==> src/hw/rtl/nns_pkg.sv <==
// nns_pkg: shared sizes, payload structs, queue command and back-end states
// for the nearest-neighbor rgb scaler; depends on nothing
package nns_pkg;

    localparam int MAX_SRC_WIDTH  = 256;
    localparam int MAX_SRC_HEIGHT = 256;
    localparam int MAX_DST_SIDE   = 4096;

    // register field widths
    localparam int SRC_W = 9;
    localparam int DST_W = 13;
    localparam int CFG_W = 13;

    localparam int STORE_DEPTH = MAX_SRC_WIDTH * MAX_SRC_HEIGHT;
    localparam int ADDR_W      = $clog2(STORE_DEPTH);
    localparam int LP_W        = $clog2(STORE_DEPTH + 1);
    localparam int POS_W       = $clog2(MAX_DST_SIDE);
    localparam int MAX_SRC_SIDE =
        (MAX_SRC_WIDTH > MAX_SRC_HEIGHT) ? MAX_SRC_WIDTH : MAX_SRC_HEIGHT;
    localparam int QUOT_W      = $clog2(MAX_SRC_SIDE + 1);
    localparam int NUM_W       = POS_W + SRC_W + 1;
    localparam int DEN_W       = DST_W + 1;
    localparam int STEP_W      = $clog2(QUOT_W);
    localparam int QDEPTH      = 4;

    typedef logic [1:0] cfg_idx_t;
    localparam cfg_idx_t REG_SRC_WIDTH  = 2'd0;
    localparam cfg_idx_t REG_SRC_HEIGHT = 2'd1;
    localparam cfg_idx_t REG_DST_WIDTH  = 2'd2;
    localparam cfg_idx_t REG_DST_HEIGHT = 2'd3;

    localparam logic MODE_LOAD    = 1'b0;
    localparam logic MODE_REQUEST = 1'b1;

    typedef struct packed {
        logic       mode;
        logic [7:0] red_in;
        logic [7:0] green_in;
        logic [7:0] blue_in;
    } in_t;

    typedef struct packed {
        logic [7:0] red_out;
        logic [7:0] green_out;
        logic [7:0] blue_out;
        logic       last_pixel;
        logic       out_of_range;
    } out_t;

    // clamped image sizes
    typedef struct packed {
        logic [SRC_W-1:0] sw;
        logic [SRC_W-1:0] sh;
        logic [DST_W-1:0] dw;
        logic [DST_W-1:0] dh;
    } sizes_t;

    // ptr: store address for a load, loaded pixel count for a request
    typedef struct packed {
        logic             is_req;
        logic [23:0]      pix;
        logic [LP_W-1:0]  ptr;
        logic [POS_W-1:0] row;
        logic [POS_W-1:0] col;
        logic             last;
    } cmd_t;

    typedef enum logic [2:0] {
        BK_IDLE,
        BK_DIV,
        BK_ADDR,
        BK_READ,
        BK_RESP
    } bk_state_t;

    function automatic logic [SRC_W-1:0] clamp_src(input logic [SRC_W-1:0] v,
                                                   input logic [SRC_W-1:0] maxv);
        logic [SRC_W-1:0] r;
        if (v == '0)
            r = SRC_W'(1);
        else if (v > maxv)
            r = maxv;
        else
            r = v;
        return r;
    endfunction

    function automatic logic [DST_W-1:0] clamp_dst(input logic [DST_W-1:0] v);
        logic [DST_W-1:0] r;
        if (v == '0)
            r = DST_W'(1);
        else if (v > DST_W'(MAX_DST_SIDE))
            r = DST_W'(MAX_DST_SIDE);
        else
            r = v;
        return r;
    endfunction

endpackage

==> src/hw/rtl/nns_front.sv <==
// nns_front: accepts input words, tracks load pointer and destination
// position, and turns each word into a queue command; uses nns_pkg
module nns_front
    import nns_pkg::*;
(
    input  logic   clk,
    input  logic   rst_n,
    input  sizes_t sizes,
    input  logic   in_valid,
    output logic   in_ready,
    input  in_t    in_data,
    input  logic   q_full,
    output logic   q_push,
    output cmd_t   q_data
);

    logic [LP_W-1:0]  lp_reg, lp_next;
    logic [POS_W-1:0] row_reg, row_next;
    logic [POS_W-1:0] col_reg, col_next;

    logic [LP_W-1:0]  frame;
    logic [LP_W-1:0]  wr_ptr;
    logic [POS_W-1:0] row_cur, col_cur;
    logic [DST_W-1:0] row_inc, col_inc;
    logic             pos_out;

    assign in_ready = !q_full;
    assign q_push   = in_valid && in_ready;

    assign frame  = LP_W'(sizes.sw) * LP_W'(sizes.sh);
    // a full frame restarts at address zero
    assign wr_ptr = (lp_reg >= frame) ? '0 : lp_reg;

    // position left past the image by a size change restarts at the origin
    assign pos_out = (DST_W'(row_reg) >= sizes.dh) || (DST_W'(col_reg) >= sizes.dw);
    assign row_cur = pos_out ? '0 : row_reg;
    assign col_cur = pos_out ? '0 : col_reg;
    assign row_inc = DST_W'(row_cur) + DST_W'(1);
    assign col_inc = DST_W'(col_cur) + DST_W'(1);

    always_comb
    begin
        lp_next  = lp_reg;
        row_next = row_reg;
        col_next = col_reg;
        q_data.is_req = in_data.mode;
        q_data.pix    = {in_data.red_in, in_data.green_in, in_data.blue_in};
        q_data.row    = row_cur;
        q_data.col    = col_cur;
        q_data.last   = (row_inc == sizes.dh) && (col_inc == sizes.dw);
        q_data.ptr    = lp_reg;
        if (in_data.mode == MODE_LOAD)
        begin
            q_data.ptr = wr_ptr;
            if (q_push)
                lp_next = wr_ptr + LP_W'(1);
        end
        else if (q_push)
        begin
            if (col_inc >= sizes.dw)
            begin
                col_next = '0;
                row_next = (row_inc >= sizes.dh) ? '0 : row_inc[POS_W-1:0];
            end
            else
            begin
                col_next = col_inc[POS_W-1:0];
                row_next = row_cur;
            end
        end
    end

    always_ff @(posedge clk or negedge rst_n)
    begin
        if (!rst_n)
        begin
            lp_reg  <= '0;
            row_reg <= '0;
            col_reg <= '0;
        end
        else
        begin
            lp_reg  <= lp_next;
            row_reg <= row_next;
            col_reg <= col_next;
        end
    end

endmodule

==> config.mk <==
export PLATFORM = sky130hd
export DESIGN_NAME = nns_front
export DESIGN_NICKNAME = d
export VERILOG_FILES = /design/src/hw/rtl/nns_pkg.sv /design/src/hw/rtl/nns_front.sv
export SDC_FILE = /design/constraint.sdc
export NUM_CORES = 1
export LEC_CHECK = 0
export BUFFER_PORTS_ARGS = -buffer_cell sky130_fd_sc_hd__buf_2
export CAP_MARGIN = 20
export CORE_ASPECT_RATIO = 0.8
export CORE_MARGIN = 1.5
export CORE_UTILIZATION = 50
export CTS_CLUSTER_SIZE = 25
export DETAILED_ROUTE_END_ITERATION = 10
export PLACE_DENSITY = 0.74
export SYNTH_ARGS = -nofsm -noshare
export SYNTH_HDL_FRONTEND = slang
export SYNTH_SLANG_ARGS = --single-unit
==> constraint.sdc <==
create_clock -name clk -period 10.1 [get_ports clk]
set_clock_uncertainty 0.1 [all_clocks]
set_input_delay 1.01 -clock clk [delete_from_list [all_inputs] [get_ports clk]]
set_output_delay 1.01 -clock clk [all_outputs]
set_load 0.005 [all_outputs]
Yosys cells after proc, flatten, opt, wreduce, memory -nomap -nowiden
Cells that the tools add are included.
- flip-flop bits (word level): 41
- bits of input ports: 73
- output and inout bits: 69
- word-level logic and storage cells: 28
- add/subtract/negate cells: 3
- multipliers: 1
- order comparisons: 5
- equality and inequality tests: 2
- mux-type cells: 7
- bitwise gates (word level): 1
- reductions and logical operators: 6
- operator list (operator ; number):
    two-way mux 12 bit ; 5
    two-way mux 17 bit ; 2
    adder 12 x 1 -> 13 bit, second input constant ; 2
    == test 13 bit ; 2
    greater-or-equal comparator 12 x 13 -> 1 bit ; 2
    greater-or-equal comparator 13 bit ; 2
    adder 17 x 1 -> 17 bit, second input constant ; 1
    greater-or-equal comparator 17 bit ; 1
    multiplier 9 x 9 -> 17 bit ; 1
    AND reduction 2 bit ; 2
    logical AND 1 bit ; 2
    logical NOT 1 bit ; 1
    logical OR 1 bit ; 1
    NOT 1 bit ; 1

Depth between registers and ports, before layout
Gate-level depths: netlist of run 1.
- depth in word-level cells: 7
- depth in mapped cells: 28
- mapped depth without buffers: 26

Worst setup path before layout of run 1
No wires, ideal clock.
- path type: input-to-output
- start: input port sizes[28] in the netlist's numbering
- end: output port q_data[35] in the netlist's numbering
- arrival time: 6.469 ns
- data required time: 8.990 ns
- slack: 2.521 ns
- cell stages on the path: 26
- buffers on the path: 2
- cells stage by stage: clkbuf_1 nand2_1 fa_1 inv_1 fa_1 inv_1 fa_1 fa_1 inv_1 ha_1 o21a_1 o31a_1 o211ai_1 nand2_1 a41oi_1 nand2b_1 xnor2_1 ha_1 a21o_1 a21o_1 a221oi_1 o21a_1 and2_1 nor2_1 buf_2 nor2b_1
- RTL lines (what ; line ; source):
    from (decl) ; nns_front.sv:8 ; input sizes_t sizes,
    to (decl) ; nns_front.sv:14 ; output cmd_t q_data

==> results of run 1 <==
-- metal layers --
| layer | vias up | GRT usage [%] | share of wire (%) |
|---|---|---|---|
| li1 | 2900 | - | - |
| met1 | 2717 | 33.6 | 51 |
| met2 | 137 | 31.9 | 43 |
| met3 | 10 | 2.60 | 5.5 |
| met4 | 0 | 2.76 | 0.55 |
| met5 | - | 0 | 0 |
-- critical path, stage by stage --
cell,delay (ns)
buf_2,0.20
nand2_1,0.11
fa_1,0.53
inv_1,0.05
fa_1,0.49
inv_1,0.05
fa_1,0.47
fa_1,0.54
inv_1,0.04
ha_1,0.34
o21a_1,0.20
o31a_1,0.12
o211ai_1,0.17
nand2_1,0.12
a41oi_1,0.29
nand2b_1,0.10
xnor2_1,0.13
ha_1,0.29
a21o_1,0.18
a21o_1,0.17
a221oi_1,0.29
o21a_1,0.29
and2_1,0.40
nor2_1,0.24
buf_4,0.23
nor2b_1,0.22
buf_2,0.16
-- where the power goes --
part	leakage, nW	switching, mW	internal (mW)
registers	0.518	0.0331	0.187
clock network	0.0800	0.0711	0.117
logic	3.46	0.424	0.338
total	4.06	0.529	0.643
-- per-stage QoR --
step	instances	setup WS (ns)
floorplan	830	2.52
global placement	1059	1.67
detailed placement	1059	1.44
CTS	1067	1.43
global route	1068	1.11
finish	1068	1.52
-- final cells by class --
cell class | instances | area share, %
flip-flops and latches | 41 | 13.6
multi-input cells | 631 | 69.1
repair buffers | 96 | 6.46
clock inverters | 3 | 0.613
inverters | 112 | 5.56
clock buffers | 5 | 1.66
well taps | 180 | 2.98
-- worst max path at each step --
stage                         start          to  slack (ns)  cells past startpoint
after floorplan           sizes[28]  q_data[35]        2.52                     26
after global placement    sizes[28]  q_data[40]        1.67                     25
after detailed placement  sizes[40]  q_data[41]        1.44                     26
after CTS                 sizes[40]  q_data[41]        1.43                     26
after global routing      sizes[40]  q_data[41]        1.11                     27
final                     sizes[40]  q_data[41]        1.52                     27
-- synth_stat cells (3+ instances only) --
library cell	count	area [um2]
a211oi_1	4	30.0
buf_2	5	25.0
dfrtp_1	41	1030
nand2_1	65	244
a31oi_1	6	37.5
ha_1	105	1310
a221o_1	4	40.0
nor3b_1	4	30.0
a22o_1	16	140
inv_1	112	420
a211o_1	4	35.0
a21oi_1	27	135
o211ai_1	4	30.0
nor4_1	3	18.8
o21ai_1	4	20.0
nor2_1	52	195
o41ai_1	3	26.3
o21ai_0	23	115
xnor2_1	16	140
nand3_1	26	130
buf_4	27	203
clkbuf_1	10	37.5
mux2i_1	3	30.0
nand4_1	9	56.3
nor3_1	13	65.1
a21o_1	15	113
a31o_2	3	26.3
or3_1	7	43.8
xor2_1	17	149
o21a_1	4	30.0
and2_1	70	438
nand3b_1	3	22.5
and3_1	12	75.1
nand2b_1	10	62.6
fa_1	49	981
nor2b_1	18	113
-- kinds of logic (layout without fill, tap and decap cells) --
family	Yosys count	count (layout)	share of synthesized area, %
flops	41	41	14.7
buf+inv	158	216	10.5
fa+ha+maj	154	154	32.9
simple gates	304	304	23.0
compound gates	137	137	14.4
xor+xnor	33	33	4.14
mux	3	3	0.430
==> run metrics, run 1 <==
Worst EP arrival=7.47 ns; H-tree depth=2; top_reg_cell synth=dfrtp_1; synthesized area=6980 um2; pin count of the biggest net entering global routing=42; Nets=1114; fin crit share=84.9%; r2r startpoint=row_reg[3]; Async S/R FF share, synth=100%; DRC Markers=0; Die ar.=14700 um2; antenna-violating nets left=0; total congestion overflow=0; P per Cell Area=around 160 nW/um2; setup slack, reg-to-reg=4.24 ns; Placed Instance Area=7380 um2; Root Buffer=clkbuf_16; setup TNS=0 ns; I/O Pins=142; die boundary height=109 um; 1st-iter DRT viols=331; Seq/Total Area, Yosys=14.7%; Vias=~5800; Slew Viols, Final=0; Max-Slew Margin vs Limit=around 36%; Sequential cell area=slightly above 1000 um2; Worst EP required=~9.0 ns; setup bufs post-CTS=0; CTS sink count=41; WHS Path Cells=1; peak supply drop=0.0993 mV; Starting Density=between 50% and 60%; CP Launch Type=input port; fin area=7550 um2; synthesis-to-layout area growth=8.25%; number of max-cap violations=0; Total Power=roughly 1.2 mW; Synth Register Bits=41; GP Congestion=between 0.8 and 0.9; aggregate global-route resource usage=21.4%; Core Util, Final=55.6%; hold_buf cts=0; worst hold path class=reg -> reg; worst slew pin tran=around 0.95 ns; Multi-input gate area=5220 um2; first-pass GRT wire length=25300 um; setup violators final=0; type of destination of the critical path=output pin; Cell Rows=38; initial antenna violation count=0; Largest register FFs=17; IO Port Bufs=between 90 and 100; worst-path maximum fanout=12; die width=135 um; Core ar.=13600 um2; RSZ-0062 raised after global routing=no; Synth Instances=830; most common library cell in the layout ignoring fill and taps=inv_1; Filler cells=1263; Post-DP HPWL=12500 um; status=finished, final reports clean; number of global-route vias before repair=5207; Hold Fails Final Rpt=0; Gates resized, CTS repair=0; clk buf depth=2; syn nets=1057; clock latency on the worst-skew pair=0.29 ns; R2R Path End=row_reg[9]; Post-Route WL=between 15000 and 20000 um; DR WL/cell=14.5 um; Synth Area per Inst=8.41 um2; Synth warnings=0; total CTS buffers=5; leading cell types in the layout, fill and taps excluded=inv_1, ha_1, buf_2, and2_1, nand2_1; antenna diode count=0; layout cells sized above 1=between 10% and 20%; Fin Hold WS=0.447 ns; CTS tree=yes; Synth cell types=65; clock slew at the register clock pins of the worst setup and hold paths=0.07 ns; Crit Path Category=in -> out; critical hold path startpoint=lp_reg[2]; R2R cell count=22; Lkg Pwr=4.06 nW; fmax=~120 MHz; Period minus WS final=8.58 ns; DR pass1 iterations=5; Post-synth EDFFs=0; vias per cell=5.40; WHS Endpoint=lp_reg[2]
Note: power is estimated with default switching activity, not from simulation.
==> inputs of run 2 (changes only) <==
--- a/config.mk
+++ b/config.mk
@@ -5,6 +5,7 @@
 export SDC_FILE = /design/constraint.sdc
 export NUM_CORES = 1
 export LEC_CHECK = 0
+export ABC_AREA = 1
 export BUFFER_PORTS_ARGS = -buffer_cell sky130_fd_sc_hd__buf_2
 export CAP_MARGIN = 20
 export CORE_ASPECT_RATIO = 0.8
@@ -12,7 +13,7 @@
 export CORE_UTILIZATION = 50
 export CTS_CLUSTER_SIZE = 25
 export DETAILED_ROUTE_END_ITERATION = 10
-export PLACE_DENSITY = 0.74
+export PLACE_DENSITY = 0.76
 export SYNTH_ARGS = -nofsm -noshare
 export SYNTH_HDL_FRONTEND = slang
 export SYNTH_SLANG_ARGS = --single-unit
==> constraint.sdc (replaced) <==
create_clock -name clk -period 7.6 [get_ports clk]
set_clock_uncertainty 0.1 [all_clocks]
set_input_delay 0.76 -clock clk [delete_from_list [all_inputs] [get_ports clk]]
set_output_delay 0.76 -clock clk [all_outputs]
set_load 0.005 [all_outputs]
==> run 2 against run 1 <==
Against the previous run: sequential cell count stayed put; combinational power increased by 77%; register-to-register slack worse by 2.3 ns; hold slack got worse by 0.017 ns.
==> run metrics, run 2 <==
status=finished, final reports clean; Worst EP arrival=6.31 ns (-1.16 ns); type of destination of the critical path=output pin; Async S/R FF share, synth=100% (unchanged); P per Cell Area=236 nW/um2 (+52%); top_reg_cell synth=dfrtp_1; Vias=6968 (+21%); Lkg Pwr=4.99 nW (+23%); total CTS buffers=5 (unchanged); Post-Route WL=18100 um (+17%); Root Buffer=clkbuf_16; aggregate global-route resource usage=23.1% (+1.7 points); fmax=140 MHz; total congestion overflow=0 (unchanged); first-pass GRT wire length=30000 um (+19%); layout cells sized above 1=11.7% (-2.3 points); Period minus WS final=7.17 ns; antenna diode count=0 (unchanged); slack of the critical path=0.433 ns (-1.09 ns); Place WS=0.342 ns (-1.10 ns); Crit Path Category=in -> out; Slew Viols, Final=0 (unchanged); number of global-route vias before repair=6358 (+22%); post-synth top area cell=ha_1; CTS tree=yes; Synth cell types=48 (-26%); clk buf depth=2 (unchanged); Synth Register Bits=41 (unchanged); Die ar.=15900 um2 (+8.6%); Cell Rows=40 (+5.3%); number of max-cap violations=0 (unchanged); DRC Markers=0 (unchanged); Worst EP required=6.74 ns (-2.25 ns); Synth Instances=1122 (+35%); Filler cells=1411 (+12%); top post-synthesis cells by area=ha_1, dfrtp_1, inv_1, nand2_1, fa_1; 1st-iter DRT viols=437 (+32%); Max-Slew Margin vs Limit=28.4% (-8.1 points); CP Launch Type=input port; leading cell types in the layout, fill and taps excluded=nand2_1, inv_1, ha_1, buf_2, nor2_1; Largest register FFs=17 (unchanged); die boundary height=113 um (+4.2%); Synth Area per Inst=6.77 um2 (-20%); fin crit share=94.3%; post-synth top area share=17.3% (-1.5 points); Hold Fails Final Rpt=0 (unchanged); setup violators final=0 (unchanged); top cells by count, synth=inv_1, nand2_1, ha_1; I/O Pins=142 (unchanged); H-tree depth=2 (unchanged); GP Congestion=0.899 (+3.1%); synthesis-to-layout area growth=7.53%; worst hold path class=reg -> reg; worst slew pin tran=1.07 ns (+0.117 ns); synthesized area=7590 um2 (+8.8%); peak supply drop=0.137 mV (+37%); Nets=1399 (+26%); DR pass1 iterations=5 (unchanged); syn nets=1349 (+28%); Seq/Total Area, Yosys=13.5% (-1.2 points); IO Port Bufs=93 (unchanged); worst-path maximum fanout=18 (+6); CTS sink count=41 (unchanged); vias per cell=5.12 (-5.2%); die width=141 um (+4.2%); clock latency on the worst-skew pair=0.28 ns (about the same); hold_buf cts=0 (unchanged); pin count of the biggest net entering global routing=42 (unchanged); DR WL/cell=13.3 um (-8.6%); Starting Density=50.9% (-0.40 points); Post-synth EDFFs=0 (unchanged); RSZ-0062 raised after global routing=no; Synth warnings=0 (unchanged); clock slew at the register clock pins of the worst setup and hold paths=0.06 ns (about the same); Core ar.=14900 um2 (+9.7%); antenna-violating nets left=0 (unchanged); setup TNS=0 ns (unchanged); initial antenna violation count=0 (unchanged); Post-DP HPWL=15100 um (+21%)
run 2: cells by family (layout without fill, tap and decap cells):
kind of cell | after synthesis | count (layout) | synth area share [%]
compound gates | 92 | 92 | 7.00
xor+xnor | 29 | 29 | 3.44
fa+ha+maj | 154 | 154 | 30.2
buf+inv | 323 | 374 | 17.6
flops | 41 | 41 | 13.5
simple gates | 483 | 483 | 28.2
run 2: per-layer routing:
metal	part of all wire [%]	up-vias	GRT usage (%)
met5	0	-	0
met4	0.59	0	3.61
met3	7.2	14	3.55
met2	42	240	34.9
met1	50	3182	35.2
li1	-	3532	-
run 2: repair_timing:
item | 4_1_cts | 5_1_grt
setup endpoints to repair | 0 | 17
setup buffers | 0 | 0
resized for setup | 0 | 2
run 2: where the power goes:
part | internal (mW) | switching [mW] | total [mW]
Sequential | 0.264 | 0.0620 | 0.326
Clock | 0.164 | 0.0856 | 0.250
Combinational | 0.520 | 0.834 | 1.35
Total | 0.948 | 0.981 | 1.93
run 2: critical path, stage by stage:
cell,delay [ns]
buf_2,0.19
nand2_1,0.11
fa_1,0.51
fa_1,0.55
inv_1,0.06
fa_1,0.53
inv_1,0.05
fa_1,0.52
inv_1,0.04
ha_1,0.33
a21oi_1,0.21
o21ai_0,0.11
a21oi_1,0.18
o21ai_0,0.16
a21oi_1,0.16
o21ai_0,0.10
xor2_1,0.15
ha_1,0.30
nand2_1,0.06
nor2_1,0.14
and2_1,0.17
nand4_1,0.13
nand4_2,0.22
nand2_1,0.13
inv_4,0.22
nor2_1,0.07
buf_2,0.13
run 2: per-stage QoR:
step           area (um2)  power [mW]  cells  utilization [%]  hold slack, ns
6_report             8170        1.93   1362             54.8           0.429
3_5_place_dp         7990        1.66   1354             53.6           0.414
4_1_cts              8160        1.92   1362             54.7           0.436
5_1_grt              8170        2.16   1362             54.8           0.478
2_1_floorplan        7590        1.33   1122                -           0.364
3_3_place_gp         7990        1.63   1354             53.6           0.401
run 2: final timing paths:
check,start,to,slack [ns],cells past startpoint
max in group asynchronous,rst_n,row_reg[9],6.30,1
worst min register to register,col_reg[11],col_reg[11],0.43,2
worst max register to register,col_reg[4],col_reg[4],1.97,28
worst min-delay path,col_reg[11],col_reg[11],0.43,2
min in group asynchronous,rst_n,col_reg[11],0.51,1
worst max-delay path,sizes[35],q_data[39],0.43,27
run 2: final cells by class:
| cell class | count | area, um2 | share of cell area (%) |
|---|---|---|---|
| Clock buffer | 7 | 143 | 1.75 |
| Tap cell | 189 | 236 | 2.90 |
| Inverter | 272 | 1030 | 12.6 |
| Clock inverter | 1 | 30.0 | 0.368 |
| Multi-Input combinational cell | 758 | 5230 | 64.1 |
| Sequential cell | 41 | 1030 | 12.6 |
| Timing Repair Buffer | 94 | 473 | 5.79 |
