[src/hw/rtl/nns_pkg.sv]
// nns_pkg: shared sizes, payload structs, queue command and back-end states
// for the nearest-neighbor rgb scaler; depends on nothing
package nns_pkg;

    localparam int MAX_SRC_WIDTH  = 256;
    localparam int MAX_SRC_HEIGHT = 256;
    localparam int MAX_DST_SIDE   = 4096;

    // register field widths
    localparam int SRC_W = 9;
    localparam int DST_W = 13;
    localparam int CFG_W = 13;

    localparam int STORE_DEPTH = MAX_SRC_WIDTH * MAX_SRC_HEIGHT;
    localparam int ADDR_W      = $clog2(STORE_DEPTH);
    localparam int LP_W        = $clog2(STORE_DEPTH + 1);
    localparam int POS_W       = $clog2(MAX_DST_SIDE);
    localparam int MAX_SRC_SIDE =
        (MAX_SRC_WIDTH > MAX_SRC_HEIGHT) ? MAX_SRC_WIDTH : MAX_SRC_HEIGHT;
    localparam int QUOT_W      = $clog2(MAX_SRC_SIDE + 1);
    localparam int NUM_W       = POS_W + SRC_W + 1;
    localparam int DEN_W       = DST_W + 1;
    localparam int STEP_W      = $clog2(QUOT_W);
    localparam int QDEPTH      = 4;

    typedef logic [1:0] cfg_idx_t;
    localparam cfg_idx_t REG_SRC_WIDTH  = 2'd0;
    localparam cfg_idx_t REG_SRC_HEIGHT = 2'd1;
    localparam cfg_idx_t REG_DST_WIDTH  = 2'd2;
    localparam cfg_idx_t REG_DST_HEIGHT = 2'd3;

    localparam logic MODE_LOAD    = 1'b0;
    localparam logic MODE_REQUEST = 1'b1;

    typedef struct packed {
        logic       mode;
        logic [7:0] red_in;
        logic [7:0] green_in;
        logic [7:0] blue_in;
    } in_t;

    typedef struct packed {
        logic [7:0] red_out;
        logic [7:0] green_out;
        logic [7:0] blue_out;
        logic       last_pixel;
        logic       out_of_range;
    } out_t;

    // clamped image sizes
    typedef struct packed {
        logic [SRC_W-1:0] sw;
        logic [SRC_W-1:0] sh;
        logic [DST_W-1:0] dw;
        logic [DST_W-1:0] dh;
    } sizes_t;

    // ptr: store address for a load, loaded pixel count for a request
    typedef struct packed {
        logic             is_req;
        logic [23:0]      pix;
        logic [LP_W-1:0]  ptr;
        logic [POS_W-1:0] row;
        logic [POS_W-1:0] col;
        logic             last;
    } cmd_t;

    typedef enum logic [2:0] {
        BK_IDLE,
        BK_DIV,
        BK_ADDR,
        BK_READ,
        BK_RESP
    } bk_state_t;

    function automatic logic [SRC_W-1:0] clamp_src(input logic [SRC_W-1:0] v,
                                                   input logic [SRC_W-1:0] maxv);
        logic [SRC_W-1:0] r;
        if (v == '0)
            r = SRC_W'(1);
        else if (v > maxv)
            r = maxv;
        else
            r = v;
        return r;
    endfunction

    function automatic logic [DST_W-1:0] clamp_dst(input logic [DST_W-1:0] v);
        logic [DST_W-1:0] r;
        if (v == '0)
            r = DST_W'(1);
        else if (v > DST_W'(MAX_DST_SIDE))
            r = DST_W'(MAX_DST_SIDE);
        else
            r = v;
        return r;
    endfunction

endpackage

[src/hw/rtl/nns_cmdq.sv]
// nns_cmdq: short command queue between front and back end
// uses nns_pkg for the command type and depth
module nns_cmdq
    import nns_pkg::*;
(
    input  logic clk,
    input  logic rst_n,
    input  logic push,
    input  cmd_t push_data,
    output logic full,
    input  logic pop,
    output logic valid,
    output cmd_t head
);

    localparam int PTR_W = $clog2(QDEPTH);
    localparam int CNT_W = $clog2(QDEPTH + 1);

    cmd_t             slot_reg [QDEPTH];
    logic [PTR_W-1:0] wp_reg, wp_next;
    logic [PTR_W-1:0] rp_reg, rp_next;
    logic [CNT_W-1:0] cnt_reg, cnt_next;

    assign full  = (cnt_reg == CNT_W'(QDEPTH));
    assign valid = (cnt_reg != '0);
    assign head  = slot_reg[rp_reg];

    always_comb
    begin
        wp_next  = push ? wp_reg + PTR_W'(1) : wp_reg;
        rp_next  = pop ? rp_reg + PTR_W'(1) : rp_reg;
        cnt_next = cnt_reg;
        if (push && !pop)
            cnt_next = cnt_reg + CNT_W'(1);
        else if (pop && !push)
            cnt_next = cnt_reg - CNT_W'(1);
    end

    always_ff @(posedge clk or negedge rst_n)
    begin
        if (!rst_n)
        begin
            wp_reg  <= '0;
            rp_reg  <= '0;
            cnt_reg <= '0;
        end
        else
        begin
            wp_reg  <= wp_next;
            rp_reg  <= rp_next;
            cnt_reg <= cnt_next;
        end
    end

    always_ff @(posedge clk)
    begin
        if (push)
            slot_reg[wp_reg] <= push_data;
    end

endmodule

[config.mk]
export PLATFORM = sky130hd
export DESIGN_NAME = nns_cmdq
export DESIGN_NICKNAME = d
export VERILOG_FILES = /design/src/hw/rtl/nns_pkg.sv /design/src/hw/rtl/nns_cmdq.sv
export SDC_FILE = /design/constraint.sdc
export NUM_CORES = 1
export LEC_CHECK = 0
export ABC_CLOCK_PERIOD_IN_PS = 3300
export BUFFER_PORTS_ARGS = -buffer_cell sky130_fd_sc_hd__buf_2
export CAP_MARGIN = 20
export CORE_ASPECT_RATIO = 1.4
export CORE_UTILIZATION = 35
export CTS_CLUSTER_SIZE = 25
export DETAILED_ROUTE_END_ITERATION = 16
export SLEW_MARGIN = 25
export SYNTH_ARGS = -nofsm -noshare
export SYNTH_HDL_FRONTEND = slang
export SYNTH_SLANG_ARGS = --single-unit
[constraint.sdc]
create_clock -name clk -period 3.3 [get_ports clk]
set_clock_uncertainty 0.15 [all_clocks]
set_input_delay 0.66 -clock clk [delete_from_list [all_inputs] [get_ports clk]]
set_output_delay 0.66 -clock clk [all_outputs]
set_load 0.02 [all_outputs]
Word level (Yosys, flattened, before mapping)
Memory sizes are Yosys's and may differ from the RTL's.
Index checks and enable logic that the tools add are counted.
- flip-flop bits (word level): 7
- bits in writable memories: 268
- bits of input ports: 71
- output and inout bits: 69
- logic and storage cells: 19
- memories: 1
- add/subtract/negate cells: 4
- equal/unequal tests: 1
- multiplexer cells: 4
- reductions and logical operators: 6
- memories (memory ; words ; bits a word ; read ports ; clocked after memory_dff ; write ports ; line ; RTL):
    slot_reg ; 4 ; 67 ; 1 ; 0 ; 1 ; nns_cmdq.sv:19 ; cmd_t slot_reg [QDEPTH];
- operators with widths (kind ; number):
    3-bit 2-to-1 mux ; 2
    2-bit by 1-bit adder with 2-bit output (second input constant) ; 2
    3-bit by 1-bit adder with 3-bit output (second input constant) ; 1
    3-bit == test (second input constant) ; 1
    3-bit nonzero test ; 1
    3-bit by 1-bit subtractor with 3-bit output (second input constant) ; 1
    1-bit logical AND ; 2
    1-bit logical NOT ; 2
    1-bit 2-to-1 mux ; 2
    2-bit nonzero test ; 1

Depth between registers and ports, before layout
Gate-level depths: netlist (run 1).
- depth in word-level cells: 4
- gate-level depth with buffers: 7
- gate-level depth less buffers: 7

Worst setup path before layout (run 1)
OpenSTA, ideal clock, no wires.
- path kind: input -> register
- start: in push
- end: mem slot_reg[1][0] (netlist bit) (enable)
- arrival: 2.233 ns
- required time: 2.718 ns
- setup slack: 0.485 ns
- cell stages on the path: 1
- path through: and2_1
- cells in the longest elaborated chain, start to end: 2
- RTL lines (element ; line ; RTL):
    start, declared ; nns_cmdq.sv:8 ; input logic push,
    1-bit 2-to-1 mux ; nns_cmdq.sv:57 ; if (push)
    1-bit 2-to-1 mux (not written as such) ; nns_cmdq.sv:58 ; slot_reg[wp_reg] <= push_data;
    end, declared ; nns_cmdq.sv:19 ;
No other way between the ends.

==> PnR_summary.wiki, run 1 <==
{| class="wikitable"
! Metric !! Value
|-
| Outcome || finished, final reports clean
|-
| Number of buffers created by CTS || 26
|-
| Clock tree from TritonCTS || yes
|-
| Worst slew pin tran || ~0.56 ns
|-
| DR DRC count || 0
|-
| Crit path arrival time || 2.27 ns
|-
| CP Data Required Time || between 2 and 2.5 ns
|-
| Final period util || ~93%
|-
| Global-route wire length before repair || ~30000 um
|-
| Number of pins with negative max-slew slack in the final report || 0
|-
| Reg2reg setup slack || around 1.3 ns
|-
| Number of placed instances, taps included || around 890
|-
| DRC violation total after the first TritonRoute iteration || 241
|-
| Compound-gate portion of the synthesized area || 0.0497%
|-
| Layout Nets || between 600 and 700
|-
| RSZ-0062 raised after global routing || false
|-
| Summed negative setup slack over all endpoints || 0 ns
|-
| Core Util, Final || a little over two fifths
|-
| Unique masters post-synth || 20
|-
| Standby leakage power || about 4 nW
|-
| Number of maximum-capacitance violations || 0
|-
| Commonest non-fill, non-tap cell in the layout || sky130_fd_sc_hd__edfxtp_1
|-
| Top library cells by usage in the layout, fill and taps aside || sky130_fd_sc_hd__edfxtp_1 (268), sky130_fd_sc_hd__buf_2 (139), sky130_fd_sc_hd__mux4_2 (67)
|-
| Flip-flop count of the largest register after layout || about 270
|-
| Number of H-tree levels || 1
|-
| Worst reg2reg path endpoint || slot_reg[0][44]
|-
| Final weighted congestion in routability-driven placement || 0.684
|-
| Worst Reg2Reg Path Length in Cells || 4
|-
| Total power density per cell area || between 900 and 1000 nW/um^2
|-
| Pin count of the biggest net entering global routing || 47
|-
| Period minus WS final || 3.08 ns
|-
| Die area || just under 30000 sq um
|-
| Switching power total || ~3.5 mW
|-
| Portion of total power attributed to the clock network || between 20% and 30%
|-
| Clock latency of the later-clocked register in the worst-skew pair || between 0.5 and 0.6 ns
|-
| Routed WL per cell || slightly above 20 um
|-
| Mean instance size in the synthesized netlist || about 26 sq um
|-
| Share of synthesized area occupied by flip-flops and latches || about 82%
|-
| Mux share of post-synthesis cell area || 15.1%
|-
| Power share of the combinational group || 30.1%
|-
| Int Power || between 7 and 8 mW
|-
| Total Power Consumption || around 11 mW
|-
| Post-synth design cell area || just over 10000 sq um
|-
| Count of state elements after synthesis || around 280
|-
| Sequential share of power || a little over two fifths
|-
| Floorplan die height || between 200 and 250 um
|-
| Slew HR || between 60 and 70%
|-
| Share of synthesized cell area in full adder, half adder and majority cells || 0.820%
|-
| Worst setup slack before clock tree synthesis || approximately 0.73 ns
|-
| Cells after Synth || around 390
|-
| Detail Route Antenna Nets || 0
|-
| Share of the synthesized area in the top cell type || about four fifths
|-
| Hold path depth || 1
|-
| Routed vias/inst || 4.76
|-
| Type of element capturing the critical path || output pin
|-
| Starting density of the core || 35.6%
|-
| Buffers inserted during post-CTS setup optimization || 0
|-
| Num Clock Sinks || roughly 280
|-
| Worst Min Path Start || push_data[18]
|-
| Global-route usage over all layers || between 10% and 20%
|-
| Launching element type of the critical path || flop
|-
| Post-synthesis net count || about 460
|-
| # rows || 73
|-
| Synth warn || 0
|-
| Hold EP || slot_reg[2][18]
|-
| Half-perimeter wire length after detailed placement || 11700 um
|-
| Die width || approximately 150 um
|-
| Path class of the lowest-slack min-delay path || in -> reg
|-
| Post-Synth Simple-Gate Area || less than 1%
|-
| I/O pins || between 100 and 150
|-
| Peak VDD IR || about 0.52 mV
|-
| Final-report hold violation count || 0
|-
| Area inside the core boundary || approximately 28000 sq um
|-
| Fraction of layout instances using a drive strength above 1 || between 40% and 50%
|-
| Largest fanout of any net on the critical path || 40
|-
| Critical path start-end classification || reg -> out
|-
| Iteration count of the initial detailed-routing pass || 4
|-
| Count of filler cells inserted in the layout || ~2.5k
|-
| Via count || roughly 4.5k
|-
| Top area cells in the synthesized netlist || sky130_fd_sc_hd__edfxtp_1 (80%), sky130_fd_sc_hd__mux4_2 (15%), sky130_fd_sc_hd__dfrtp_1 (1.7%)
|-
| Synth-to-Final Area Change || 20.4%
|-
| Startpoint of the worst register-to-register path || wp_reg[0]
|-
| Number of global-route vias before repair || 5074
|-
| Switching part of the total || between 30% and 40%
|-
| Count of non-filler cells in the finished layout || about 940
|-
| Cell type with the highest aggregate area in the netlist || sky130_fd_sc_hd__edfxtp_1
|-
| Residual overflow from global routing || 0
|-
| Highest clock frequency the design can meet || about 320 MHz
|-
| Combinational family with the most area after synthesis || multiplexers
|-
| I/O Buffers || about 140
|-
| Clock buffer depth || 3
|-
| Post-synthesis share of cell area spent on xor and xnor gates || less than 1%
|-
| Cell at the root of the clock tree || sky130_fd_sc_hd__clkbuf_16
|-
| Setup slack after layout || approximately 0.22 ns
|-
| Register clock-pin slew on the reported worst setup and hold paths || ~0.07 ns
|-
| Total detailed-routing wirelength || roughly 19000 um
|-
| Final setup vio count || 0
|-
| Antenna violations before repair || 4
|}
[routing by layer]
layer | routed length (um) | vias up | GRT usage [%]
met5 | 27 | - | 0
met4 | 427 | 4 | 4.77
met3 | 894 | 30 | 2.72
met2 | 10800 | 112 | 25.7
met1 | 7210 | 2364 | 14.7
li1 | - | 1967 | -
[critical path, stage by stage, from the launching register on]
cell	delay (ns)
sky130_fd_sc_hd__dfrtp_4	0.59
sky130_fd_sc_hd__buf_12	0.33
sky130_fd_sc_hd__mux4_2	0.57
sky130_fd_sc_hd__buf_2	0.18
[through the flow]
step           hold WS [ns]  area [sq um]
6_report              0.194         12100
5_1_grt               0.165         12100
4_1_cts               0.159         12100
3_5_place_dp          0.330         11300
3_3_place_gp          0.318         11300
2_1_floorplan         0.214         10100
[power groups by stage]
stage,Sequential [mW],Clock (mW),Combinational [mW]
4_1_cts,4.87,3.04,3.48
5_1_grt,4.92,3.15,3.61
3_3_place_gp,4.89,0,3.44
6_report,4.85,2.95,3.37
3_5_place_dp,4.94,0,3.46
2_1_floorplan,4.78,0,2.50
[cell type report]
type                    instances  area (sq um)  share of cell area (%)
inverters                       4          15.0                   0.124
clock inverters                17           161                    1.33
clock buffers                  30           687                    5.66
well taps                     375           469                    3.87
multi-input cells              90          1720                    14.2
diodes                          2          5.00                  0.0413
flip-flops and latches        275          8230                    67.9
repair buffers                148           841                    6.93
[kinds of logic after synthesis]
| logic type | count (synthesis) |
|---|---|
| flops | 275 |
| mux | 68 |
| buf+inv | 20 |
| simple gates | 9 |
| xor+xnor | 6 |
| compound gates | 1 |
| fa+ha+maj | 6 |
[what timing repair did]
action | in CTS | in global routing
hold buffers | 1 | 0
endpoints found under the hold margin | 7 | 0
gates resized for setup | 0 | 0
[how the worst max path moves through the flow]
| stage | to | start | cells past startpoint | slack, ns |
|---|---|---|---|---|
| floorplan | slot_reg[1][0] | push | 1 | 0.48 |
| global placement | head[41] | rp_reg[0] | 3 | 0.75 |
| detailed placement | head[41] | rp_reg[0] | 3 | 0.73 |
| CTS | head[41] | rp_reg[0] | 3 | 0.15 |
| global route | head[41] | rp_reg[0] | 3 | 0.08 |
| finish | head[41] | rp_reg[0] | 3 | 0.22 |
[Yosys cell counts, drive strengths merged]
cell,number
clkbuf,3
fa,1
mux4,67
buf,13
o21ai,1
xor2,4
or3,1
edfxtp,268
nor3b,1
nor2,1
mux2,1
ha,5
dfrtp,7
nand2,2
inv,4
and2,4
xnor2,2
(Power assumes the default switching activity.)
==> inputs of run 2 (changes only) <==
--- a/config.mk
+++ b/config.mk
@@ -12,6 +12,7 @@
 export CORE_UTILIZATION = 35
 export CTS_CLUSTER_SIZE = 25
 export DETAILED_ROUTE_END_ITERATION = 16
+export REMOVE_ABC_BUFFERS = 1
 export SLEW_MARGIN = 25
 export SYNTH_ARGS = -nofsm -noshare
 export SYNTH_HDL_FRONTEND = slang
==> PnR_summary.wiki, run 2 (synthesis gave the netlist of run 1 again) <==
{| class="wikitable"
! Metric !! Value
|-
| Outcome || finished, final reports clean (unchanged)
|-
| Critical path start-end classification || reg -> out (unchanged)
|-
| DRC violation total after the first TritonRoute iteration || 239 (was 241)
|-
| Clock buffer depth || 3 (unchanged)
|-
| Final weighted congestion in routability-driven placement || 0.665 (was 0.684)
|-
| Critical Path, Cell by Cell || buf_12 > mux4_2 > buf_2 (unchanged)
|-
| Period minus WS final || 3.03 ns (was 3.08 ns)
|-
| Hold Worst Slack || 0.190 ns (was 0.194 ns)
|-
| Area inside the core boundary || 28300 sq um (unchanged)
|-
| Buffers inserted during post-CTS setup optimization || 0 (unchanged)
|-
| Antenna cells || 0 (was 2)
|-
| Num Clock Sinks || 275 (unchanged)
|-
| Fraction of layout instances using a drive strength above 1 || 45.9% (unchanged)
|-
| Total power density per cell area || 935 nW/um^2 (was 921 nW/um^2)
|-
| Number of H-tree levels || 1 (unchanged)
|-
| RSZ-0062 raised after global routing || false (unchanged)
|-
| Global-route usage over all layers || 13.1% (was 13.5%)
|-
| Fin area || 12200 sq um (was 12100 sq um)
|-
| Setup slack after layout || 0.268 ns (was 0.221 ns)
|-
| Die area || 29500 sq um (unchanged)
|-
| Worst slew pin tran || 0.616 ns (was 0.556 ns)
|-
| Crit path arrival time || 2.22 ns (was 2.27 ns)
|-
| Core Util, Final || 43.1% (was 42.8%)
|-
| Number of global-route vias before repair || 4948 (was 5074)
|-
| Cell at the root of the clock tree || sky130_fd_sc_hd__clkbuf_16 (unchanged)
|-
| Worst setup slack before clock tree synthesis || 0.766 ns (was 0.729 ns)
|-
| DP Area || 11300 sq um (about the same)
|-
| Residual overflow from global routing || 0 (unchanged)
|-
| Met2 Resource Use GR || 25.0% (was 25.7%)
|-
| Clock tree from TritonCTS || yes (unchanged)
|-
| Type of element capturing the critical path || output pin (unchanged)
|-
| Total Power Consumption || 11.4 mW (was 11.2 mW)
|-
| Final period util || 91.9% (was 93.3%)
|-
| Antenna violations before repair || 1 (was 4)
|-
| Grt peak-use layer || met2 (unchanged)
|-
| Post-CTS resize count || 0 (unchanged)
|-
| Highest clock frequency the design can meet || 330 MHz (was 325 MHz)
|-
| Routed WL per cell || 20.1 um (was 20.6 um)
|-
| Clock latency of the later-clocked register in the worst-skew pair || 0.52 ns (about the same)
|-
| Buffer and inverter count on the worst path || 2 (unchanged)
|-
| # rows || 73 (unchanged)
|-
| Die width || 145 um (unchanged)
|-
| Global routing usage on met3 || 2.38% (was 2.72%)
|-
| Register area || 8230 sq um (unchanged)
|-
| Routed vias/inst || 4.71 (was 4.76)
|-
| Total area of multi-input combinational cells || 1720 sq um (unchanged)
|-
| Register clock-pin slew on the reported worst setup and hold paths || 0.07 ns (about the same)
|-
| Pin count of the biggest net entering global routing || 39 (was 47)
|-
| Standby leakage power || 4.15 nW (was 4.11 nW)
|-
| Number of maximum-capacitance violations || 0 (unchanged)
|-
| Slew HR || 58.9% (was 62.9%)
|-
| Synth-to-Final Area Change || 21.2% (was 20.4%)
|-
| Count of filler cells inserted in the layout || 2473 (was 2471)
|-
| I/O Buffers || 139 (unchanged)
|-
| Starting density of the core || 35.6% (unchanged)
|-
| Number of placed instances, taps included || 890 (was 891)
|-
| Crit path max-delay cell type || sky130_fd_sc_hd__dfrtp_4 (unchanged)
|-
| Final setup vio count || 0 (unchanged)
|-
| Global-route wire length before repair || 29000 um (was 29600 um)
|-
| Met1 track utilization from global routing || 14.6% (was 14.7%)
|-
| Detail Route Antenna Nets || 0 (unchanged)
|-
| Final-report hold violation count || 0 (unchanged)
|-
| Iteration count of the initial detailed-routing pass || 4 (unchanged)
|-
| Peak VDD IR || 0.414 mV (was 0.522 mV)
|-
| Flip-flop count of the largest register after layout || 268 (unchanged)
|-
| Summed negative setup slack over all endpoints || 0 ns (unchanged)
|-
| Number of buffers created by CTS || 26 (unchanged)
|-
| Floorplan die height || 203 um (unchanged)
|-
| Count of non-filler cells in the finished layout || 939 (was 941)
|-
| Largest fanout of any net on the critical path || 38 (was 40)
|-
| CP Data Required Time || 2.49 ns (about the same)
|-
| Commonest non-fill, non-tap cell in the layout || sky130_fd_sc_hd__edfxtp_1 (unchanged)
|-
| Slowest stage delay, CP || 0.83 ns (was 0.59 ns)
|-
| DR DRC count || 0 (unchanged)
|-
| Top library cells by usage in the layout, fill and taps aside || sky130_fd_sc_hd__edfxtp_1 (268), sky130_fd_sc_hd__buf_2 (139), sky130_fd_sc_hd__mux4_2 (67) (unchanged)
|-
| Number of pins with negative max-slew slack in the final report || 0 (unchanged)
|-
| Via count || 4418 (was 4477)
|-
| CP top delay family || flip-flops (unchanged)
|-
| Layout Nets || 621 (was 622)
|-
| I/O pins || 140 (unchanged)
|-
| Total detailed-routing wirelength || 18800 um (was 19400 um)
|-
| Number of buffers added to fix hold violations after cts || 1 (unchanged)
|-
| Path class of the lowest-slack min-delay path || in -> reg (unchanged)
|-
| Launching element type of the critical path || flop (unchanged)
|-
| Half-perimeter wire length after detailed placement || 11500 um (was 11700 um)
|}
-- run 2: changes by cell type in the layout (fill, tap and decap cells not counted), sizes merged --
| cell | change |
|---|---|
| clkbuf | +1 |
| bufinv | +3 |
| clkinv | -1 |
| diode | -2 |
| buf | -1 |
| clkinvlp | -2 |
-- run 2: power breakdown --
| group | leakage [nW] | switching (mW) | internal (mW) |
|---|---|---|---|
| clock network | 0.454 | 1.22 | 1.96 |
| logic | 1.16 | 1.93 | 1.43 |
| registers | 2.54 | 0.301 | 4.57 |
| total | 4.15 | 3.45 | 7.96 |
-- run 2: layout make-up --
type | instances | area share, %
sequential | 275 | 67.4
inverter | 4 | 0.123
tap | 375 | 3.84
clock buffer | 31 | 5.66
timing repair buffer | 147 | 6.93
multi-input combinational | 90 | 14.1
clock inverter | 17 | 1.91
-- run 2: worst paths after layout --
path / start / to / slack, ns / depth (start not counted)
worst max-delay path: rp_reg[1] / head[50] / 0.27 / 3
worst min-delay path: push_data[42] / slot_reg[3][42] / 0.19 / 1
worst max register to register: wp_reg[1] / slot_reg[1][8] / 1.28 / 4
worst min register to register: cnt_reg[2] / cnt_reg[2] / 0.38 / 1
max in group asynchronous: rst_n / rp_reg[0] / 2.41 / 2
min in group asynchronous: rst_n / cnt_reg[2] / 0.37 / 2
-- run 2: routing by layer --
metal / share of wire, % / wire length (um)
met5: 0.053 / 10
met4: 1.9 / 356
met3: 4.3 / 803
met2: 56 / 10600
met1: 38 / 7090
==> inputs of run 3 (changes only) <==
--- a/config.mk
+++ b/config.mk
@@ -5,13 +5,14 @@
 export SDC_FILE = /design/constraint.sdc
 export NUM_CORES = 1
 export LEC_CHECK = 0
+export ABC_AREA = 1
 export ABC_CLOCK_PERIOD_IN_PS = 3300
 export BUFFER_PORTS_ARGS = -buffer_cell sky130_fd_sc_hd__buf_2
 export CAP_MARGIN = 20
 export CORE_ASPECT_RATIO = 1.4
-export CORE_UTILIZATION = 35
-export CTS_CLUSTER_SIZE = 25
+export CORE_UTILIZATION = 46
 export DETAILED_ROUTE_END_ITERATION = 16
+export PLACE_DENSITY = 0.65
 export REMOVE_ABC_BUFFERS = 1
 export SLEW_MARGIN = 25
 export SYNTH_ARGS = -nofsm -noshare
==> PnR_summary.wiki, run 3 <==
{| class="wikitable"
! Metric !! Value
|-
| Number of enable flip-flop cells after synthesis || 268 (unchanged)
|-
| Via count || 6444 (was 4418)
|-
| Cell type with the highest aggregate area in the netlist || sky130_fd_sc_hd__edfxtp_1 (unchanged)
|-
| Worst Min Path Start || push_data[1] (was push_data[42])
|-
| Antenna violations before repair || 1 (unchanged)
|-
| Register area || 8230 sq um (unchanged)
|-
| Compound-gate portion of the synthesized area || 12.8% (was 0.0497%)
|-
| Path class of the lowest-slack min-delay path || in -> reg (unchanged)
|-
| Final-report hold violation count || 0 (unchanged)
|-
| Number of global-route vias before repair || 6514 (was 4948)
|-
| Die area || 25900 sq um (was 29500 sq um)
|-
| Count of filler cells inserted in the layout || 2053 (was 2473)
|-
| Total power density per cell area || 942 nW/um^2 (was 935 nW/um^2)
|-
| Share of the synthesized area in the top cell type || 69.2% (was 79.9%)
|-
| Hold EP || slot_reg[2][1] (was slot_reg[3][42])
|-
| Launching element type of the critical path || flop (unchanged)
|-
| CP Data Required Time || 2.49 ns (about the same)
|-
| Combinational family with the most area after synthesis || compound AO/OA/AOI/OAI gates (was multiplexers)
|-
| Setup slack after layout || 0.328 ns (was 0.268 ns)
|-
| Number of pins with negative max-slew slack in the final report || 0 (unchanged)
|-
| RSZ-0062 raised after global routing || false (unchanged)
|-
| Final setup vio count || 0 (unchanged)
|-
| Slowest stage delay, CP || 0.50 ns (was 0.83 ns)
|-
| Share of synthesized cell area in full adder, half adder and majority cells || 0.710% (was 0.820%)
|-
| Fraction of layout instances using a drive strength above 1 || 30.3% (was 45.9%)
|-
| Clock tree from TritonCTS || yes (unchanged)
|-
| Buffer and inverter count on the worst path || 3 (was 2)
|-
| Top area cells in the synthesized netlist || sky130_fd_sc_hd__edfxtp_1 (69%), sky130_fd_sc_hd__o211ai_2 (10%), sky130_fd_sc_hd__nand2_1 (6.9%) (was sky130_fd_sc_hd__edfxtp_1 (80%), sky130_fd_sc_hd__mux4_2 (15%), sky130_fd_sc_hd__dfrtp_1 (1.7%))
|-
| Num Clock Sinks || 275 (unchanged)
|-
| Worst setup slack before clock tree synthesis || 0.828 ns (was 0.766 ns)
|-
| Largest fanout of any net on the critical path || 30 (was 38)
|-
| Half-perimeter wire length after detailed placement || 14000 um (was 11500 um)
|-
| Register clock-pin slew on the reported worst setup and hold paths || 0.07 ns (about the same)
|-
| Floorplan die height || 190 um (was 203 um)
|-
| Crit path arrival time || 2.16 ns (was 2.22 ns)
|-
| Top library cells by usage in the layout, fill and taps aside || sky130_fd_sc_hd__edfxtp_1 (268), sky130_fd_sc_hd__nand2_1 (215), sky130_fd_sc_hd__inv_1 (141) (was sky130_fd_sc_hd__edfxtp_1 (268), sky130_fd_sc_hd__buf_2 (139), sky130_fd_sc_hd__mux4_2 (67))
|-
| Share of flip-flops with an asynchronous set or reset after synthesis || 2.55% (unchanged)
|-
| Hold path depth || 1 (unchanged)
|-
| Number of buffers created by CTS || 26 (unchanged)
|-
| Commonest non-fill, non-tap cell in the layout || sky130_fd_sc_hd__edfxtp_1 (unchanged)
|-
| Most frequently used flop master after synthesis || sky130_fd_sc_hd__edfxtp_1 (unchanged)
|-
| Total detailed-routing wirelength || 22300 um (was 18800 um)
|-
| Total Power Consumption || 12.7 mW (was 11.4 mW)
|-
| Critical Path, Cell by Cell || inv_4 > buf_4 > o211ai_1 > nand2_1 > buf_2 (was buf_12 > mux4_2 > buf_2)
|-
| Critical path start-end classification || reg -> out (unchanged)
|-
| Slew HR || 57.6% (was 58.9%)
|-
| Summed negative setup slack over all endpoints || 0 ns (unchanged)
|-
| Flip-flop count of the largest register after layout || 268 (unchanged)
|-
| Top cells by count, synth || sky130_fd_sc_hd__edfxtp_1 (268), sky130_fd_sc_hd__nand2_1 (215), sky130_fd_sc_hd__inv_1 (145) (was sky130_fd_sc_hd__edfxtp_1 (268), sky130_fd_sc_hd__mux4_2 (67), sky130_fd_sc_hd__dfrtp_1 (7))
|-
| Post-Synth Simple-Gate Area || 7.11% (was 0.497%)
|-
| Synth-to-Final Area Change || 15.7% (was 21.2%)
|-
| Count of state elements after synthesis || 275 (unchanged)
|-
| Period minus WS final || 2.97 ns (was 3.03 ns)
|-
| Post-synthesis share of cell area spent on xor and xnor gates || 0.301% (was 0.522%)
|-
| Number of maximum-capacitance violations || 0 (unchanged)
|-
| Iteration count of the initial detailed-routing pass || 4 (unchanged)
|-
| Routed WL per cell || 17.1 um (was 20.1 um)
|-
| DRC violation total after the first TritonRoute iteration || 286 (was 239)
|-
| Core Util, Final || 54.4% (was 43.1%)
|-
| Highest clock frequency the design can meet || 337 MHz (was 330 MHz)
|-
| Antenna cells || 0 (unchanged)
|-
| Buffers inserted during post-CTS setup optimization || 0 (unchanged)
|-
| Final period util || 90.1% (was 91.9%)
|-
| Area inside the core boundary || 24800 sq um (was 28300 sq um)
|-
| DR DRC count || 0 (unchanged)
|-
| Synth warn || 0 (unchanged)
|-
| Crit path max-delay cell type || sky130_fd_sc_hd__dfrtp_4 (unchanged)
|-
| Detail Route Antenna Nets || 0 (unchanged)
|-
| Pin count of the biggest net entering global routing || 68 (was 39)
|-
| Cells after Synth || 831 (was 385)
|-
| Worst Reg2Reg Path Length in Cells || 5 (was 4)
|-
| Most repeated cell in the gate-level netlist after synthesis || sky130_fd_sc_hd__edfxtp_1 (unchanged)
|-
| I/O pins || 140 (unchanged)
|-
| Mux share of post-synthesis cell area || 0% (was 15.1%)
|-
| Clock buffer depth || 3 (unchanged)
|-
| Routed vias/inst || 4.92 (was 4.71)
|-
| Startpoint of the worst register-to-register path || wp_reg[0] (was wp_reg[1])
|-
| CP top delay family || buffers and inverters (was flip-flops)
|-
| Global-route wire length before repair || 35100 um (was 29000 um)
|-
| Post-synth design cell area || 11600 sq um (was 10100 sq um)
|-
| Global-route usage over all layers || 17.9% (was 13.1%)
|-
| Reg2reg setup slack || 1.27 ns (was 1.28 ns)
|-
| Worst reg2reg path endpoint || slot_reg[0][10] (was slot_reg[1][8])
|-
| Number of H-tree levels || 1 (unchanged)
|-
| Total area of multi-input combinational cells || 2430 sq um (was 1720 sq um)
|-
| Clock latency of the later-clocked register in the worst-skew pair || 0.51 ns (was 0.52 ns)
|-
| # rows || 68 (was 73)
|-
| Share of synthesized area occupied by flip-flops and latches || 70.7% (was 81.6%)
|-
| Starting density of the core || 47.0% (was 35.6%)
|-
| Standby leakage power || 5.49 nW (was 4.15 nW)
|-
| Mean instance size in the synthesized netlist || 14.0 sq um (was 26.2 sq um)
|-
| Outcome || finished, final reports clean (unchanged)
|-
| I/O Buffers || 139 (unchanged)
|-
| Type of element capturing the critical path || output pin (unchanged)
|-
| Peak VDD IR || 0.608 mV (was 0.414 mV)
|-
| Worst slew pin tran || 0.636 ns (was 0.616 ns)
|-
| Layout Nets || 1051 (was 621)
|-
| Unique masters post-synth || 20 (unchanged)
|-
| Die width || 136 um (was 145 um)
|-
| Residual overflow from global routing || 0 (unchanged)
|-
| Final weighted congestion in routability-driven placement || 0.713 (was 0.665)
|-
| Cell at the root of the clock tree || sky130_fd_sc_hd__clkbuf_16 (unchanged)
|}
run 3: final cells by class:
class	count	share of cell area, %
flip-flops and latches	275	61.2
multi-input cells	364	18.1
repair buffers	161	7.35
clock buffers	37	5.60
inverters	146	4.13
well taps	315	2.93
clock inverters	11	0.772
run 3: kinds of logic (layout without fill, tap and decap cells):
family / after synthesis / after routing
fa+ha+maj: 6 / 6
buf+inv: 192 / 355
flops: 275 / 275
xor+xnor: 4 / 4
simple gates: 219 / 219
compound gates: 135 / 135
run 3: report_power, final:
group	internal, mW	switching, mW	total, mW
Clock	1.74	1.20	2.95
Combinational	1.61	3.25	4.86
Sequential	4.58	0.296	4.88
Total	7.93	4.75	12.7
run 3: worst max-delay path by stage:
stage	startpoint	to	slack (ns)	cells past startpoint
floorplan	rp_reg[0]	head[53]	-3.82	2
global placement	rp_reg[1]	head[55]	0.84	5
detailed placement	rp_reg[1]	head[55]	0.83	5
CTS	rp_reg[1]	head[55]	0.27	5
global route	rp_reg[1]	head[55]	0.20	5
finish	rp_reg[1]	head[55]	0.33	5
run 3: stage by stage:
| step | hold WS [ns] | instances | instance area [sq um] |
|---|---|---|---|
| floorplan | 0.214 | 785 | 11200 |
| global placement | 0.309 | 1260 | 12600 |
| detailed placement | 0.341 | 1260 | 12600 |
| CTS | 0.193 | 1309 | 13500 |
| global route | 0.198 | 1309 | 13500 |
| finish | 0.212 | 1309 | 13500 |
run 3: what timing repair did:
item | CTS | global route
hold buffers | 1 | 0
endpoints found under the hold margin | 7 | 0
gates resized for setup | 0 | 0
run 3: per-layer routing:
metal	global-route usage (%)	routed length, um
met2	33.1	12000
met1	21.7	9190
met3	2.13	789
met4	4.74	383
met5	0	13
